$ cat config.mk
export PLATFORM = sky130hd
export DESIGN_NAME = joystick_servo_mode_controller
export DESIGN_NICKNAME = d
export VERILOG_FILES = /design/src/hw/rtl/jsmc_pkg.sv /design/src/hw/rtl/jsmc_duty.sv /design/src/hw/rtl/joystick_servo_mode_controller.sv
export SDC_FILE = /design/constraint.sdc
export NUM_CORES = 1
export LEC_CHECK = 0
export ABC_AREA = 1
export BUFFER_PORTS_ARGS = -buffer_cell sky130_fd_sc_hd__buf_4
export CAP_MARGIN = 20
export CORE_MARGIN = 3
export CORE_UTILIZATION = 32
export CTS_BUF_LIST = sky130_fd_sc_hd__clkbuf_16
export DETAILED_ROUTE_END_ITERATION = 10
export PLACE_DENSITY_LB_ADDON = 0.12
export SKIP_CTS_REPAIR_TIMING = 1
export SYNTH_ARGS = -nofsm -noshare
export SYNTH_HDL_FRONTEND = slang
export SYNTH_SLANG_ARGS = --single-unit
export TNS_END_PERCENT = 50
$ cat constraint.sdc
create_clock -name clk_i -period 16.88 [get_ports clk_i]
set_clock_uncertainty 0.2 [all_clocks]
set_input_delay 3.376 -clock clk_i [delete_from_list [all_inputs] [get_ports clk_i]]
set_output_delay 3.376 -clock clk_i [all_outputs]
set_load 0.02 [all_outputs]
$ cat src/hw/rtl/jsmc_pkg.sv
// Shared constants and types of the joystick servo mode controller.
package jsmc_pkg;

  localparam int unsigned SampleW = 10;
  localparam int unsigned DutyW   = 10;
  localparam int unsigned ThrW    = 4;

  // Largest servo compare value; every duty is clipped to it.
  localparam logic [DutyW-1:0] DutyMax   = 10'd625;
  localparam logic [DutyW-1:0] DutyReset = 10'd45;

  // Division by 17 as a multiply by ceil(2^16 / 17) and a shift by 16. The
  // reciprocal overshoots by under 1/65536 per unit, staying below the gap
  // to the next integer for every 10-bit sample, so the quotient is exact.
  localparam int unsigned    RecipW   = 12;
  localparam logic [RecipW-1:0] DivRecip = 12'd3856;
  localparam int unsigned    DivShift = 16;
  localparam int unsigned    QuotW    = 6;

  // Duty candidates for one conversion beat.
  typedef struct packed {
    logic [DutyW-1:0] duty;    // scaled sample plus offset, clipped
    logic [DutyW-1:0] centre;  // centre setting, clipped
  } duty_pair_t;

endpackage

$ cat src/hw/rtl/jsmc_duty.sv
// Scaling of a joystick sample to a servo duty, with clipping of both candidates.
module jsmc_duty (
  input  logic [jsmc_pkg::SampleW-1:0] sample_i,
  input  logic [jsmc_pkg::DutyW-1:0]   offset_i,
  input  logic [jsmc_pkg::DutyW-1:0]   centre_i,
  output jsmc_pkg::duty_pair_t         pair_o
);

  logic [jsmc_pkg::SampleW+jsmc_pkg::RecipW-1:0] prod;
  logic [jsmc_pkg::QuotW-1:0]                   quot;
  logic [jsmc_pkg::DutyW:0]                     sum;

  assign prod = {{jsmc_pkg::RecipW{1'b0}}, sample_i} *
                {{jsmc_pkg::SampleW{1'b0}}, jsmc_pkg::DivRecip};
  assign quot = prod[jsmc_pkg::DivShift +: jsmc_pkg::QuotW];
  assign sum  = {{(jsmc_pkg::DutyW+1-jsmc_pkg::QuotW){1'b0}}, quot} + {1'b0, offset_i};

  always_comb begin
    pair_o.duty   = (sum > {1'b0, jsmc_pkg::DutyMax}) ? jsmc_pkg::DutyMax
                                                      : sum[jsmc_pkg::DutyW-1:0];
    pair_o.centre = (centre_i > jsmc_pkg::DutyMax) ? jsmc_pkg::DutyMax : centre_i;
  end

endmodule

$ cat src/hw/rtl/joystick_servo_mode_controller.sv
// Top level of the joystick servo mode controller: beat handshakes, state and result register.
//
// The block takes one beat per clock cycle when the output side is not stalled and returns
// exactly one result beat for each. A beat is first held in an input register; once the
// output register is free or being emptied, the phase sequencer, the debounce counter,
// the mode and the servo duties are updated and the result is captured in the output
// register, so a beat that follows immediately already sees the updated state. The rate
// of one beat per cycle is set by that single update step together with the two-entry
// path (input register, output register); a stalled output holds one result while a
// further beat waits in the input register, after which s_axis_tready falls. Tick beats
// (tuser low) step through the button check, start-X and start-Y phases; conversion beats
// (tuser high) scale the sample by 1/17, add the offset, clip at 625 and steer it to the
// servo duties according to the mode. Configuration writes take effect at once and are
// expected only while no beat is in flight.
module joystick_servo_mode_controller (
  input  logic        clk_i,
  input  logic        rst_ni,
  // Configuration: 0 centre duty, 1 duty offset, 2 debounce threshold.
  input  logic        cfg_we_i,
  input  logic [1:0]  cfg_idx_i,
  input  logic [9:0]  cfg_data_i,
  // Input stream.
  input  logic        s_axis_tvalid,
  output logic        s_axis_tready,
  input  logic [15:0] s_axis_tdata,   // [0] button_pressed, [10:1] sample, rest zero
  input  logic [0:0]  s_axis_tuser,   // [0] operation: 0 tick, 1 conversion done
  // Result stream.
  output logic        m_axis_tvalid,
  input  logic        m_axis_tready,
  output logic [23:0] m_axis_tdata    // [9:0] duty_x, [19:10] duty_y, [20] start_conversion,
                                      // [21] channel, [23:22] current_mode
);

  localparam logic [1:0] CfgCentre    = 2'd0;
  localparam logic [1:0] CfgOffset    = 2'd1;
  localparam logic [1:0] CfgThreshold = 2'd2;

  localparam logic OpTick = 1'b0;

  localparam logic [1:0] ModeBoth   = 2'd0;
  localparam logic [1:0] ModeXOnly  = 2'd1;
  localparam logic [1:0] ModeYOnly  = 2'd2;

  typedef enum logic [1:0] {
    PhCheck  = 2'd0,
    PhStartX = 2'd1,
    PhStartY = 2'd2
  } phase_e;

  // Configuration registers.
  logic [jsmc_pkg::DutyW-1:0] centre_q;
  logic [jsmc_pkg::DutyW-1:0] offset_q;
  logic [jsmc_pkg::ThrW-1:0]  thr_q;

  // Input register.
  logic                         in_valid_q;
  logic                         in_op_q;
  logic                         in_pressed_q;
  logic [jsmc_pkg::SampleW-1:0] in_sample_q;

  // Controller state.
  phase_e                     phase_q, phase_d;
  logic [jsmc_pkg::ThrW-1:0]  press_q, press_d;
  logic [1:0]                 mode_q, mode_d;
  logic                       samp_x_q, samp_x_d;
  logic [jsmc_pkg::DutyW-1:0] x_duty_q, x_duty_d;
  logic [jsmc_pkg::DutyW-1:0] y_duty_q, y_duty_d;

  // Output register.
  logic        out_valid_q;
  logic [23:0] out_data_q, out_data_d;

  logic                       advance;
  logic                       take;
  logic                       start;
  logic [jsmc_pkg::ThrW-1:0]  press_inc;
  jsmc_pkg::duty_pair_t       pair;

  // The held beat moves on whenever the result register is free or being emptied.
  assign advance       = in_valid_q && (!out_valid_q || m_axis_tready);
  assign s_axis_tready = !in_valid_q || advance;
  assign take          = s_axis_tvalid && s_axis_tready;

  assign m_axis_tvalid = out_valid_q;
  assign m_axis_tdata  = out_data_q;

  jsmc_duty u_duty (
    .sample_i (in_sample_q),
    .offset_i (offset_q),
    .centre_i (centre_q),
    .pair_o   (pair)
  );

  assign press_inc = press_q + 1'b1;

  always_comb begin
    phase_d  = phase_q;
    press_d  = press_q;
    mode_d   = mode_q;
    samp_x_d = samp_x_q;
    x_duty_d = x_duty_q;
    y_duty_d = y_duty_q;
    start    = 1'b0;
    if (advance) begin
      if (in_op_q == OpTick) begin
        unique case (phase_q)
          PhCheck: begin
            // The count survives a release; only passing the threshold clears it.
            if (in_pressed_q) begin
              if (press_inc > thr_q) begin
                press_d = '0;
                mode_d  = mode_q + 1'b1;
              end else begin
                press_d = press_inc;
              end
            end
            phase_d = PhStartX;
          end
          PhStartX: begin
            samp_x_d = 1'b1;
            start    = 1'b1;
            phase_d  = PhStartY;
          end
          PhStartY: begin
            samp_x_d = 1'b0;
            start    = 1'b1;
            phase_d  = PhCheck;
          end
          default: begin
            phase_d = PhCheck;
          end
        endcase
      end else begin
        case (mode_q)
          ModeBoth: begin
            if (samp_x_q) begin
              x_duty_d = pair.duty;
            end else begin
              y_duty_d = pair.duty;
            end
          end
          ModeXOnly: begin
            if (samp_x_q) begin
              x_duty_d = pair.duty;
              y_duty_d = pair.centre;
            end
          end
          ModeYOnly: begin
            if (!samp_x_q) begin
              y_duty_d = pair.duty;
              x_duty_d = pair.centre;
            end
          end
          default: begin
            // Frozen: both duties hold.
          end
        endcase
      end
    end
    out_data_d = {mode_d, ~samp_x_d, start, y_duty_d, x_duty_d};
  end

  always_ff @(posedge clk_i or negedge rst_ni) begin
    if (!rst_ni) begin
      centre_q    <= jsmc_pkg::DutyReset;
      offset_q    <= 10'd15;
      thr_q       <= 4'd2;
      in_valid_q  <= 1'b0;
      out_valid_q <= 1'b0;
      phase_q     <= PhCheck;
      press_q     <= '0;
      mode_q      <= ModeBoth;
      samp_x_q    <= 1'b1;
      x_duty_q    <= jsmc_pkg::DutyReset;
      y_duty_q    <= jsmc_pkg::DutyReset;
    end else begin
      if (cfg_we_i) begin
        unique case (cfg_idx_i)
          CfgCentre:    centre_q <= cfg_data_i;
          CfgOffset:    offset_q <= cfg_data_i;
          CfgThreshold: thr_q    <= cfg_data_i[jsmc_pkg::ThrW-1:0];
          default: begin
            // Writes beyond the register list are dropped.
          end
        endcase
      end
      if (take) begin
        in_valid_q <= 1'b1;
      end else if (advance) begin
        in_valid_q <= 1'b0;
      end
      if (advance) begin
        out_valid_q <= 1'b1;
      end else if (m_axis_tready) begin
        out_valid_q <= 1'b0;
      end
      phase_q  <= phase_d;
      press_q  <= press_d;
      mode_q   <= mode_d;
      samp_x_q <= samp_x_d;
      x_duty_q <= x_duty_d;
      y_duty_q <= y_duty_d;
    end
  end

  // Payload registers carry no reset.
  always_ff @(posedge clk_i) begin
    if (take) begin
      in_op_q      <= s_axis_tuser[0];
      in_pressed_q <= s_axis_tdata[0];
      in_sample_q  <= s_axis_tdata[jsmc_pkg::SampleW:1];
    end
    if (advance) begin
      out_data_q <= out_data_d;
    end
  end

  // The mode only moves on a tick beat processed in the button check phase.
  a_mode_moves_on_check : assert property (@(posedge clk_i) disable iff (!rst_ni)
    !(advance && (in_op_q == OpTick) && (phase_q == PhCheck)) |=> $stable(mode_q))
    else $error("mode changed outside a check-phase tick");

  // Servo duties only move on conversion beats.
  a_duty_moves_on_sample : assert property (@(posedge clk_i) disable iff (!rst_ni)
    !(advance && (in_op_q != OpTick)) |=> ($stable(x_duty_q) && $stable(y_duty_q)))
    else $error("duty changed without a conversion beat");

  // Back-pressure on the input only arises with a beat held in the input register.
  a_ready_low_means_held : assert property (@(posedge clk_i) disable iff (!rst_ni)
    !s_axis_tready |-> (in_valid_q && out_valid_q && !m_axis_tready))
    else $error("input stalled without a blocked result");

  // A result is produced for every beat leaving the input register.
  a_result_follows : assert property (@(posedge clk_i) disable iff (!rst_ni)
    advance |=> out_valid_q)
    else $error("processed beat produced no result");

endmodule

==> results.json, run 1 <==
{
  "end_kind": "output pin",
  "portBuffers": 54,
  "routed_wl_um": 13700,
  "cts_root_buf": "clkbuf_16",
  "synth_top_area_share_pct": 18.3,
  "pin_count": 60,
  "layout-drive-gt1-share_pct": 13.9,
  "swShare_pct": 45.4,
  "crit_chain": "buf_4 > inv_1 > nand3_1 > buf_4",
  "slowest_stage": "buf_4",
  "fin_nets": 840,
  "dp_hpwl_um": 10200,
  "pwr-share-clk_pct": 16.3,
  "tightestPinTransition_ps": 954,
  "slew_headroom_pct": 36.2,
  "comb_power_share_pct": 55.3,
  "holdCritPathClass": "reg2reg",
  "period_minus_slack_ps": 7390,
  "row_count": 49,
  "htreeDepth": 3,
  "finalPower_uw": 1290,
  "gr-total-overflow": 0,
  "setup_ws_ps": 9490,
  "crit_buf_inv": 3,
  "p_seq_share_pct": 28.4,
  "via_per_inst": 4.80,
  "drv_slew": 0,
  "grt_pass1_vias": 4701,
  "status": "finished, final reports clean",
  "p_leak_uw": 0.00332,
  "tritoncts": "yes",
  "hold_viol": 0,
  "internal_power_uw": 702,
  "grtUsageMet1_pct": 17.8,
  "pre_cts_ws_ps": 9490,
  "drt_iter0_drc": 254,
  "grt_use_met3_pct": 3.37,
  "synth.avg_cell_area_um2": 8.67,
  "cp_max_fo": 3,
  "grt_max_degree": 56,
  "yosysSeqAreaShare_pct": 42.0,
  "finalCritPeriodShare_pct": 43.8,
  "syn_inst": 682,
  "final-instance-count-excl-fill": 964,
  "setup_viol": 0,
  "synthDistinctLibCells": 31,
  "powerDensity_nw_per_um2": 188,
  "critPathLaunchType": "primary input",
  "drc": 0,
  "n_antenna_cell": 0,
  "start_util_pct": 32.8,
  "worst_ir_drop_vdd_v": 0.0000646,
  "syn_area_um2": 5910,
  "vias": 4628,
  "slowest_delay_ps": 180,
  "numCtsBuffers": 9,
  "die_h_um": 142,
  "cts_sinks": 91,
  "worst_path_most_repeated_cell": "buf_4",
  "grt_use_total_pct": 14.1,
  "ant_nets": 0,
  "p_sw_uw": 585,
  "die_area_um2": 20100,
  "gp_congestion": 0.808,
  "worst-endpoint-required_ps": 13300,
  "synthTopCellsByArea": "edfxtp_1, dfrtp_1, ha_1",
  "yosys_warnings": 0,
  "yosysTopAreaCell": "edfxtp_1",
  "critPathTopFamily": "buffers and inverters",
  "clock_path_buffers": 2,
  "grt_util_met2_pct": 24.1,
  "grt_first_pass_wirelength_um": 22700,
  "timing_worst_setup_path_type": "in2out",
  "fill_cells": 1841,
  "coreArea_um2": 18000,
  "dp.cells": 948,
  "max_freq_mhz": 135,
  "top_usage_layer": "met2",
  "antenna_found_initial": 0,
  "final_cell_mix": "nand2_1, inv_1, a21oi_1",
  "syn_to_final_growth_pct": 15.6,
  "setup_tns_ps": 0,
  "fp.dieW_um": 142,
  "whs_ps": 292,
  "dr.pass1.iters": 5,
  "clk_latency_ps": 350,
  "routedWlPerCell_um": 14.2,
  "layout_commonest_cell": "nand2_1",
  "path_clk_slew_ps": 60,
  "crit_arrival_ps": 3820,
  "synth_nets": 792,
  "ys_ff_latch": 91,
  "rsz0062_at_grt": "false",
  "drv_cap": 0
}
-- worst min-delay path, stage by stage (launching register included) --
cell and delay (ps):
dfrtp_1 340, nand2_1 50, o21ai_0 60
-- Yosys cell counts (all sizes together) --
| master | number |
|---|---|
| dfstp | 18 |
| ha | 55 |
| nor3 | 6 |
| inv | 103 |
| nand3 | 42 |
| clkbuf | 15 |
| nand2 | 129 |
| buf | 4 |
| o21ai | 51 |
| edfxtp | 36 |
| nor2 | 66 |
| a21oi | 73 |
| o21bai | 1 |
| nor4 | 1 |
| o2111ai | 1 |
| dfrtp | 37 |
| fa | 21 |
| o22ai | 1 |
| a22oi | 2 |
| nand4 | 7 |
| xnor2 | 4 |
| or2 | 1 |
| xor2 | 8 |
-- per-layer routing --
metal / wire, um / up-vias
met5: 0 / -
met4: 159 / 0
met3: 605 / 14
met2: 6730 / 87
met1: 6160 / 2207
li1: - / 2320
-- power groups by stage --
| stage | Combinational [uW] | Sequential, uW | Clock, uW |
|---|---|---|---|
| global route | 824 | 376 | 226 |
| global placement | 700 | 366 | 0 |
| floorplan | 521 | 374 | 0 |
| finish | 712 | 366 | 209 |
| detailed placement | 712 | 369 | 0 |
| CTS | 719 | 366 | 215 |
-- state kept, by name (all words and copies together) (netlist names) --
| signal | count |
|---|---|
| x_duty_q | 10 |
| in_valid_q | 1 |
| mode_q | 2 |
| centre_q | 10 |
| samp_x_q | 1 |
| m_axis_tdata | 24 |
| thr_q | 4 |
| m_axis_tvalid | 1 |
| in_op_q | 1 |
| offset_q | 10 |
| press_q | 4 |
| in_pressed_q | 1 |
| y_duty_q | 10 |
| in_sample_q | 10 |
| phase_q | 2 |
-- cells by family (layout without fill, tap and decap cells) --
group	Yosys count	after routing	share of synthesized area (%)
xor gates and xnor gates	12	12	1.78
and+or+nand+nor	252	252	18.1
AOI/OAI and AO/OA	129	129	11.4
adders and majority gates	76	76	18.8
buffers and inverters	122	175	8.04
DFF	91	91	42.0
-- layout make-up --
cell class	instances	area, um^2	share of cell area, %
clock buffer	9	225	3.30
clock inverter	7	78.8	1.15
inverter	103	387	5.66
multi-input combinational	469	2960	43.3
sequential	91	2480	36.3
tap	229	287	4.19
timing repair buffer	56	420	6.15
-- final timing paths --
path                           startpoint         endpoint  cells past startpoint  slack (ps)
max                         m_axis_tready    s_axis_tready                      4        9490
min                           offset_q[9]      offset_q[9]                      2         290
max reg2reg                in_sample_q[4]  m_axis_tdata[1]                     30       10820
min reg2reg                   offset_q[9]      offset_q[9]                      2         290
max in group asynchronous          rst_ni      centre_q[1]                      1       13060
min in group asynchronous          rst_ni      x_duty_q[7]                      1        2890
-- stage by stage --
stage / utilization (%) / area [um^2]
2_1_floorplan: - / 5910
3_3_place_gp: 36.2 / 6530
3_5_place_dp: 36.2 / 6530
4_1_cts: 37.9 / 6830
5_1_grt: 37.9 / 6830
6_report: 37.9 / 6830
(Power assumes the default switching activity.)
==> inputs of run 2 (changes only) <==
==> constraint.sdc (replaced) <==
create_clock -name clk_i -period 7.4 [get_ports clk_i]
set_clock_uncertainty 0.2 [all_clocks]
set_input_delay 1.48 -clock clk_i [delete_from_list [all_inputs] [get_ports clk_i]]
set_output_delay 1.48 -clock clk_i [all_outputs]
set_load 0.02 [all_outputs]
==> run 2 against run 1 <==
  * Hold slack improved by 0.83 ps
  * Via count fell by 1.0%
  * Cell count is the same
  * Core utilization shrank 0.13 points
  * Sequential cell count did not move
  * Design area shrank 0.35%
  * Count of clock-buffer cells in the layout unchanged
  * Critical path depth increased by 26
  * Routed wire length is 2.4% lower
  * Setup slack lost 8000 ps
  * Clock power up 110%
==> results.json, run 2 (synthesized netlist as in run 1, its figures left out) <==
{
  "antenna_found_initial": 0,
  "finalPower_uw": 2890,
  "gp_congestion": 0.797,
  "via_per_inst": 4.75,
  "crit_buf_inv": 3,
  "row_count": 49,
  "whs_path_depth": 2,
  "setup_viol": 0,
  "p_leak_uw": 0.00331,
  "grt_max_degree": 56,
  "die_h_um": 142,
  "htreeDepth": 3,
  "ant_nets": 0,
  "multi_input_area_um2": 2960,
  "dr.pass1.iters": 5,
  "cts_sinks": 91,
  "layout-drive-gt1-share_pct": 14.1,
  "n_antenna_cell": 0,
  "dp_hpwl_um": 10000,
  "rsz0062_at_grt": "false",
  "drv_cap": 0,
  "grt_util_met2_pct": 23.6,
  "critPathLaunchType": "register",
  "r2r_start": "in_sample_q[4]",
  "gr-total-overflow": 0,
  "powerDensity_nw_per_um2": 425,
  "grt_pass1_vias": 4655,
  "fp.dieW_um": 142,
  "fin_util_pct": 37.8,
  "routedWlPerCell_um": 13.8,
  "vias": 4581,
  "coreArea_um2": 18000,
  "status": "finished, final reports clean",
  "drt_iter0_drc": 245,
  "r2r_end": "m_axis_tdata[1]",
  "die_area_um2": 20100,
  "worst-endpoint-required_ps": 7370,
  "numCtsBuffers": 9,
  "cp_max_fo": 11,
  "ff_latch_area_um2": 2480,
  "r2r_setup_slack_ps": 1440,
  "largest_reg_flops": 24,
  "worst_path_most_repeated_cell": "nand2_1",
  "period_minus_slack_ps": 5960,
  "crit_arrival_ps": 5930,
  "drc": 0,
  "end_kind": "register",
  "start_util_pct": 32.8,
  "hold_viol": 0,
  "cts_root_buf": "clkbuf_16",
  "slowest_stage": "fa_1",
  "layout_commonest_cell": "nand2_1",
  "slowest_delay_ps": 470,
  "fill_cells": 1853,
  "path_clk_slew_ps": 70,
  "tritoncts": "yes",
  "grtUsageMet1_pct": 17.9,
  "clock_path_buffers": 2,
  "slew_headroom_pct": 34.9,
  "final_cell_mix": "nand2_1, inv_1, a21oi_1",
  "grt_first_pass_wirelength_um": 22600,
  "min_to": "thr_q[2]",
  "timing_worst_setup_path_type": "reg2reg",
  "holdCritPathClass": "reg2reg",
  "drv_slew": 0,
  "grt_use_total_pct": 13.9,
  "setup_tns_ps": 0,
  "tightestPinTransition_ps": 976,
  "syn_to_final_growth_pct": 15.2,
  "reg2reg_depth": 30,
  "hp-start": "thr_q[2]",
  "max_freq_mhz": 168,
  "critPathTopFamily": "adder cells",
  "worst_ir_drop_vdd_v": 0.000167,
  "routed_wl_um": 13300,
  "fin_nets": 840,
  "clk_latency_ps": 350,
  "portBuffers": 54,
  "finalCritPeriodShare_pct": 80.5,
  "top_usage_layer": "met2",
  "crit_cells": 30,
  "grt_use_met3_pct": 3.13,
  "pin_count": 60
}
run 2: cell count changes in the layout (fill, tap and decap cells not counted):
cell,before,now
bufinv_16,2,1
inv_2,2,3
clkinv_1,2,0
clkinv_2,0,2
run 2: layout make-up:
class / instances / share of cell area [%]
clock buffer: 9 / 3.31
clock inverter: 7 / 0.809
inverter: 103 / 5.68
multi-input combinational: 469 / 43.4
sequential: 91 / 36.4
tap: 229 / 4.21
timing repair buffer: 56 / 6.17
run 2: worst min-delay path, delay by kind of cell, from the launching register on:
family	cells	cell delay [ps]
DFF	1	350
AOI/OAI and AO/OA	1	60
and+or+nand+nor	1	50
run 2: worst max path at each step:
stage / to / slack (ps) / start
final: m_axis_tdata[1] / 1440 / in_sample_q[4]
after global routing: m_axis_tdata[11] / 870 / in_sample_q[4]
after CTS: m_axis_tdata[11] / 1370 / in_sample_q[2]
after detailed placement: m_axis_tdata[11] / 1400 / in_sample_q[2]
after global placement: m_axis_tdata[11] / 1400 / in_sample_q[4]
after floorplan: m_axis_tdata[12] / 2060 / in_sample_q[4]
run 2: where the power goes:
group | switching (uW) | internal (uW) | total (uW)
sequential | 109 | 725 | 834
clock | 190 | 256 | 446
combinational | 1030 | 586 | 1610
run 2: stage by stage:
step	instances	hold slack [ps]	setup WS [ps]	instance area [um^2]
finish	964	292	1440	6810
global route	964	324	866	6810
CTS	964	293	1370	6810
detailed placement	948	279	1400	6530
global placement	948	279	1400	6530
floorplan	682	253	2060	5910
run 2: per-layer routing:
layer  vias to the layer above  routed length (um)
li1                       2310                   -
met3                        14                 651
met1                      2134                5920
met2                       123                6560
met5                         -                   0
met4                         0                 208
